<file path="config.mk">
export PLATFORM = sky130hd
export DESIGN_NAME = rhh_ctrl
export DESIGN_NICKNAME = d
export VERILOG_FILES = /design/src/rhh_pkg.sv /design/src/rhh_ctrl.sv
export SDC_FILE = /design/constraint.sdc
export NUM_CORES = 1
export LEC_CHECK = 0
export CAP_MARGIN = 10
export CORE_MARGIN = 1
export CORE_UTILIZATION = 40
export CTS_CLUSTER_DIAMETER = 150
export DETAILED_ROUTE_END_ITERATION = 8
export DONT_BUFFER_PORTS = 1
export GPL_TIMING_DRIVEN = 0
export PLACE_DENSITY = 0.59
export SYNTH_ARGS = -nofsm -noshare
export SYNTH_HDL_FRONTEND = slang
export SYNTH_SLANG_ARGS = --single-unit
</file>
<file path="constraint.sdc">
create_clock -name clk -period 1.6 [get_ports clk]
set_input_delay 0.08 -clock clk [delete_from_list [all_inputs] [get_ports clk]]
set_output_delay 0.08 -clock clk [all_outputs]
set_load 0.01 [all_outputs]
</file>
<file path="src/rhh_pkg.sv">
// ----------------------------------------------------------------------------
// Robin Hood hash table package
// Shared codes, controller states and the command/status bundles that
// run between the controller and the datapath.
// ----------------------------------------------------------------------------
package rhh_pkg;

  localparam logic [1:0] MODE_SET   = 2'd0;
  localparam logic [1:0] MODE_GET   = 2'd1;
  localparam logic [1:0] MODE_ERASE = 2'd2;
  localparam logic [1:0] MODE_CLEAR = 2'd3;

  localparam logic [2:0] RES_INSERTED  = 3'd0;
  localparam logic [2:0] RES_UPDATED   = 3'd1;
  localparam logic [2:0] RES_FOUND     = 3'd2;
  localparam logic [2:0] RES_NOT_FOUND = 3'd3;
  localparam logic [2:0] RES_ERASED    = 3'd4;
  localparam logic [2:0] RES_CLEARED   = 3'd5;
  localparam logic [2:0] RES_OVERFLOW  = 3'd6;
  localparam logic [2:0] RES_FULL      = 3'd7;

  typedef enum logic [2:0] {
    ST_INIT,
    ST_IDLE,
    ST_HOME,
    ST_LOOK,
    ST_OVF,
    ST_INS,
    ST_CLR,
    ST_RESP
  } state_t;

  typedef struct packed {
    logic       start;
    logic       seek;
    logic       advance;
    logic       wr_value;
    logic       wr_erase;
    logic       wr_carried;
    logic       swap;
    logic       clr_wr;
    logic       dist_step;
    logic       cnt_inc;
    logic       cnt_dec;
    logic       cnt_clr;
    logic       res_load;
    logic       take_value;
    logic [2:0] res_code;
    logic       out_load;
  } cmd_t;

  typedef struct packed {
    logic home_ready;
    logic hit;
    logic empty;
    logic last_probe;
    logic full;
    logic ovf;
    logic occ;
    logic displace;
    logic cnt_zero;
    logic idx_last;
    logic out_free;
  } sts_t;

endpackage

</file>
<file path="src/rhh_ctrl.sv">
// ----------------------------------------------------------------------------
// Robin Hood hash table controller
// Sequences the home reduction, lookup, overflow dry run, insert walk,
// clear sweep and result hand-off.
// ----------------------------------------------------------------------------
module rhh_ctrl (
  input  logic          clk,
  input  logic          rst,
  input  logic          in_valid,
  output logic          in_ready,
  input  logic [1:0]    mode,
  input  rhh_pkg::sts_t sts,
  output rhh_pkg::cmd_t cmd
);

  rhh_pkg::state_t state;
  rhh_pkg::state_t state_next;
  logic [1:0]      op;

  always_ff @(posedge clk) begin
    if (rst) begin
      state <= rhh_pkg::ST_INIT;
    end else begin
      state <= state_next;
    end
  end

  always_ff @(posedge clk) begin
    if (state == rhh_pkg::ST_IDLE && in_valid) begin
      op <= mode;
    end
  end

  assign in_ready = (state == rhh_pkg::ST_IDLE);

  always_comb begin
    state_next = state;
    unique case (state)
      rhh_pkg::ST_INIT: begin
        if (sts.idx_last) state_next = rhh_pkg::ST_IDLE;
      end
      rhh_pkg::ST_IDLE: begin
        if (in_valid) begin
          state_next = (mode == rhh_pkg::MODE_CLEAR) ? rhh_pkg::ST_CLR : rhh_pkg::ST_HOME;
        end
      end
      rhh_pkg::ST_HOME: begin
        if (sts.home_ready) state_next = rhh_pkg::ST_LOOK;
      end
      rhh_pkg::ST_LOOK: begin
        if (sts.hit) begin
          state_next = rhh_pkg::ST_RESP;
        end else if (sts.empty || sts.last_probe) begin
          if (op == rhh_pkg::MODE_SET && !sts.full) begin
            state_next = rhh_pkg::ST_OVF;
          end else begin
            state_next = rhh_pkg::ST_RESP;
          end
        end
      end
      rhh_pkg::ST_OVF: begin
        if (sts.ovf) begin
          state_next = rhh_pkg::ST_RESP;
        end else if (!sts.occ) begin
          state_next = rhh_pkg::ST_INS;
        end
      end
      rhh_pkg::ST_INS: begin
        if (!sts.occ) state_next = rhh_pkg::ST_RESP;
      end
      rhh_pkg::ST_CLR: begin
        if (sts.cnt_zero || sts.idx_last) state_next = rhh_pkg::ST_RESP;
      end
      rhh_pkg::ST_RESP: begin
        if (sts.out_free) state_next = rhh_pkg::ST_IDLE;
      end
      default: state_next = rhh_pkg::ST_INIT;
    endcase
  end

  always_comb begin
    cmd = '0;
    unique case (state)
      rhh_pkg::ST_INIT: begin
        cmd.clr_wr  = 1'b1;
        cmd.advance = 1'b1;
      end
      rhh_pkg::ST_IDLE: begin
        cmd.start = in_valid;
      end
      rhh_pkg::ST_HOME: begin
        cmd.seek = sts.home_ready;
      end
      rhh_pkg::ST_LOOK: begin
        if (sts.hit) begin
          cmd.res_load = 1'b1;
          priority if (op == rhh_pkg::MODE_SET) begin
            cmd.wr_value = 1'b1;
            cmd.res_code = rhh_pkg::RES_UPDATED;
          end else if (op == rhh_pkg::MODE_ERASE) begin
            cmd.wr_erase = 1'b1;
            cmd.cnt_dec  = 1'b1;
            cmd.res_code = rhh_pkg::RES_ERASED;
          end else begin
            cmd.take_value = 1'b1;
            cmd.res_code   = rhh_pkg::RES_FOUND;
          end
        end else if (sts.empty || sts.last_probe) begin
          if (op == rhh_pkg::MODE_SET) begin
            if (sts.full) begin
              cmd.res_load = 1'b1;
              cmd.res_code = rhh_pkg::RES_FULL;
            end else begin
              cmd.seek = 1'b1;
            end
          end else begin
            cmd.res_load = 1'b1;
            cmd.res_code = rhh_pkg::RES_NOT_FOUND;
          end
        end else begin
          cmd.advance = 1'b1;
        end
      end
      rhh_pkg::ST_OVF: begin
        if (sts.ovf) begin
          cmd.res_load = 1'b1;
          cmd.res_code = rhh_pkg::RES_OVERFLOW;
        end else if (!sts.occ) begin
          cmd.seek = 1'b1;
        end else begin
          cmd.dist_step = 1'b1;
          cmd.advance   = 1'b1;
        end
      end
      rhh_pkg::ST_INS: begin
        cmd.wr_carried = sts.occ ? sts.displace : 1'b1;
        if (sts.occ) begin
          cmd.swap      = sts.displace;
          cmd.dist_step = 1'b1;
          cmd.advance   = 1'b1;
        end else begin
          cmd.cnt_inc  = 1'b1;
          cmd.res_load = 1'b1;
          cmd.res_code = rhh_pkg::RES_INSERTED;
        end
      end
      rhh_pkg::ST_CLR: begin
        // An empty table keeps its tombstones through a clear.
        if (sts.cnt_zero) begin
          cmd.res_load = 1'b1;
          cmd.res_code = rhh_pkg::RES_CLEARED;
        end else begin
          cmd.clr_wr  = 1'b1;
          cmd.advance = 1'b1;
          if (sts.idx_last) begin
            cmd.cnt_clr  = 1'b1;
            cmd.res_load = 1'b1;
            cmd.res_code = rhh_pkg::RES_CLEARED;
          end
        end
      end
      rhh_pkg::ST_RESP: begin
        cmd.out_load = sts.out_free;
      end
      default: cmd = '0;
    endcase
  end

endmodule

</file>
* Word level (Yosys, flattened, before mapping)
Index checks and enable logic that the tools add are counted.
Word-level totals: flip-flop bits (word level) 5, input bits 16, output and inout port bits 19, logic and storage cells 91
Cells by class: eq/ne operators 17, muxes and demuxes 64, reductions and logical operators 8
Operators by type and width (count):
- $mux W3 | 20
- $mux W1 | 30
- $pmux W3 S8 | 1
- $mux W2 | 7
- $eq A3 B3 Y1 const B | 4
- $ne A2 B2 Y1 const B | 6
- $pmux W3 S3 | 1
- $reduce_and A8 Y1 | 1
- $eq A3 B2 Y1 const B | 2
- $ne A3 B3 Y1 const B | 2
- $pmux W1 S5 | 1
- $eq A2 B2 Y1 const B | 2
- $pmux W1 S2 | 2
- $pmux W1 S4 | 1
- $eq A3 B1 Y1 const B | 1
- $logic_not A3 Y1 | 1
- $pmux W1 S3 | 1
- $logic_and A1 B1 Y1 | 2
- $logic_not A2 Y1 | 1
- $logic_or A1 B1 Y1 | 2
- $logic_not A1 Y1 | 1

* Logic depth before layout (Yosys ltp)
depth after elaboration 6, gate-level depth with buffers 5, mapped depth without buffers 4

* Worst setup path before layout
No wires, ideal clock.
kind register -> output, start point register op[0], end point output port cmd[5] (netlist bit), data arrival time 1.331 ns, required time 1.520 ns, path slack 0.189 ns, stages on the path, launching flop included 5, path buffers 0, cells stage by stage edfxtp_1 -> o32a_1 -> nor2_2 -> nor2_1 -> or3_1
RTL lines:
- from (decl) | line rhh_ctrl.sv:18 | logic [1:0] op;
- from (signal assigned) | line rhh_ctrl.sv:30 | op <= mode;
- to (decl) | line rhh_ctrl.sv:13 | output rhh_pkg::cmd_t cmd

==> metrics.txt <==
clk slew on worst S/H paths 0.05 ns; max cap viols 0; leakage 0.358 nW; max_slew headroom 66.9%; outcome finished, final reports clean; vias per std cell 6.04; Starting Density 45.2%; Final nets 120; detailed placer's ending HPWL ~1.3 mm; Slew Limit Fails 0; minimum clock period between 1.5 and 2 ns; fin util approximately 58%; met1 Track Usage GR roughly 27%; CP max-delay cell edfxtp_1; Net Sw Frac between 30 and 40%; Syn Inst Count 90; Crit Path Max Fanout 2; most crowded layer after global routing met2; YS warnings 0; WS Path Type register to output pin; Area Growth Syn to Fin 27.8%; chip height a little over 40 um; largest net degree at the start of global routing 11; gpl congestion between 0.8 and 0.9; Skew-Pair Late Insertion Delay approximately 0.25 ns; Max clock buf depth 2; H-tree depth 1; vias in the first global route 623; DR iter-0 viols 19; worst-margin pin slew 0.493 ns; area share of the largest cell type after synthesis 9.60%; M2 GR Usage 30.9%; Port Buf Inserts 0; synthesized flop and latch total 5; share of cells above drive strength 1 31.1%; Final setup violation count 0; sequential share of the synthesized area between 10% and 20%; WHS between 0.1 and 0.15 ns; Setup WS post-layout 0.0393 ns; total congestion overflow 0; worst min-delay path class input port to register; initial antenna violation count 0; area leader, netlist dfxtp_1; Post-route DRC 0; die area ~0.0017 mm2; DR pass1 iterations 4; top-count cell post-synth nor2_1; Ports 35; CTS Sinks 5; Max Clock Skew 0.00560 ns; Total GRT Usage approximately 20%; pwr/cell area ~760 mW/mm2; mapped cell area 626 um2; Avg Inst Size Synth between 6 and 7 um2; Pwr Total ~610 uW; slowest stage delay, CP 0.39 ns; routed len/inst 14.9 um; Critical Path AT about 1.5 ns; Clk network pwr share between 20% and 30%; critical path, cell by cell o32a_1 -> nor2_2 -> nor2_1 -> or3_4; worst path required time approximately 1.5 ns; peak supply drop 435 uV; top cells by count, synth nor2_1 (13), nand2_1 (11), inv_1 (7); Root Buffer Master clkbuf_4; top post-synthesis cells by area dfxtp_1 (9.6%), edfxtp_1 (9.6%), nor2_1 (7.8%); Antenna diodes 0; P_int approximately 370 uW; crit end category output pin; EDFF count, synth 2; total CTS buffers 3; top_reg_cell synth dfxtp_1; drt total wl between 1.5 and 2 mm; worst slack at placement 0.0423 ns; Net Count, Synth ~110; Switch Pwr approximately 240 uW; Critical Path Start Type register; CTS tree built; Routed Antenna Nets 0; period utilisation layout a little over nine tenths; Max Clock Freq between 600 and 700 MHz; Die W roughly 42 um; first-pass GRT wire length between 2 and 3 mm; row count 13; Comb pwr share between 40% and 50%; unrepaired setup endpoints after global routing yes; sequential share of power between 20% and 30%; synth unique cells 39; DR vias 713; core area between 0.001 and 0.0015 mm2; Fillers between 100 and 150; final hold vios 0; GR Util met3 ~6.5%; Async SR Flop Fraction 0%
==> per-stage QoR <==
stage	instances	cell area (um2)	TNS (ns)
after floorplan	90	626	0
after global placement	105	644	0
after detailed placement	105	644	0
after CTS	116	752	0
after global routing	118	800	-0.0661
final	118	800	0
==> worst paths after layout <==
check / cells past startpoint / slack [ns] / from / endpoint
setup / recovery: 4 / 0.04 / op[1] / cmd[5]
hold / removal: 3 / 0.15 / sts[0] / state[2]
setup reg to reg: 5 / 0.19 / op[0] / state[1]
hold reg to reg: 3 / 0.69 / state[0] / state[0]
==> registers in the layout (all words and copies together), names as in the netlist <==
name / count
state: 3
op: 2
==> layer usage <==
metal	up-vias	routed length (um)
met3	2	114
met2	30	817
met1	328	813
met5	-	0
met4	0	8
li1	353	-
==> cell families after synthesis <==
logic type / after synthesis / synth area share (%)
buffers and inverters: 12 / 9.40
AOI/OAI and AO/OA: 24 / 30.4
and+or+nand+nor: 49 / 41.0
DFF: 5 / 19.2
==> power groups by stage <==
stage	Combinational, mW	Clock, mW	Sequential, mW
3_5_place_dp	0.234	0	0.170
4_1_cts	0.264	0.158	0.165
3_3_place_gp	0.235	0	0.170
2_1_floorplan	0.201	0	0.165
6_report	0.286	0.152	0.168
5_1_grt	0.314	0.165	0.170
==> layout by cell type, fill, tap and decap left out, drive strengths merged, types with 3 or more instances in the layout <==
cell type	netlist	final
nand3	4	4
nand2	11	11
a21oi	5	5
nor2	14	14
buf	4	9
o21ai	4	4
nand2b	4	4
inv	8	8
clkbuf	0	5
nor3	7	7
dlygate4sd3	0	3
dfxtp	3	3
==> cell type report <==
cell class / count / area (um2) / area share, %
Timing Repair Buffer: 9 / 78.8 / 9.86
Clock buffer: 4 / 26.3 / 3.29
Sequential cell: 5 / 123 / 15.3
Inverter: 8 / 30.0 / 3.76
Buffer: 4 / 37.5 / 4.69
Multi-Input combinational cell: 73 / 485 / 60.7
Tap cell: 15 / 18.8 / 2.35
==> what timing repair did <==
action / CTS / global route
endpoints found under the hold margin: 5 / 0
buffers inserted: 4 / 2
endpoints found under the setup margin: 4 / 6
resized for setup: 5 / 11
hold buffers: 3 / 0
pin swaps: 5 / 4
==> critical path, delay by kind of cell (launching register included) <==
family	cells	cell delay [ns]
simple gates	3	0.50
compound gates	1	0.35
flops	1	0.39
No activity file was read; power rests on OpenSTA's default activity.
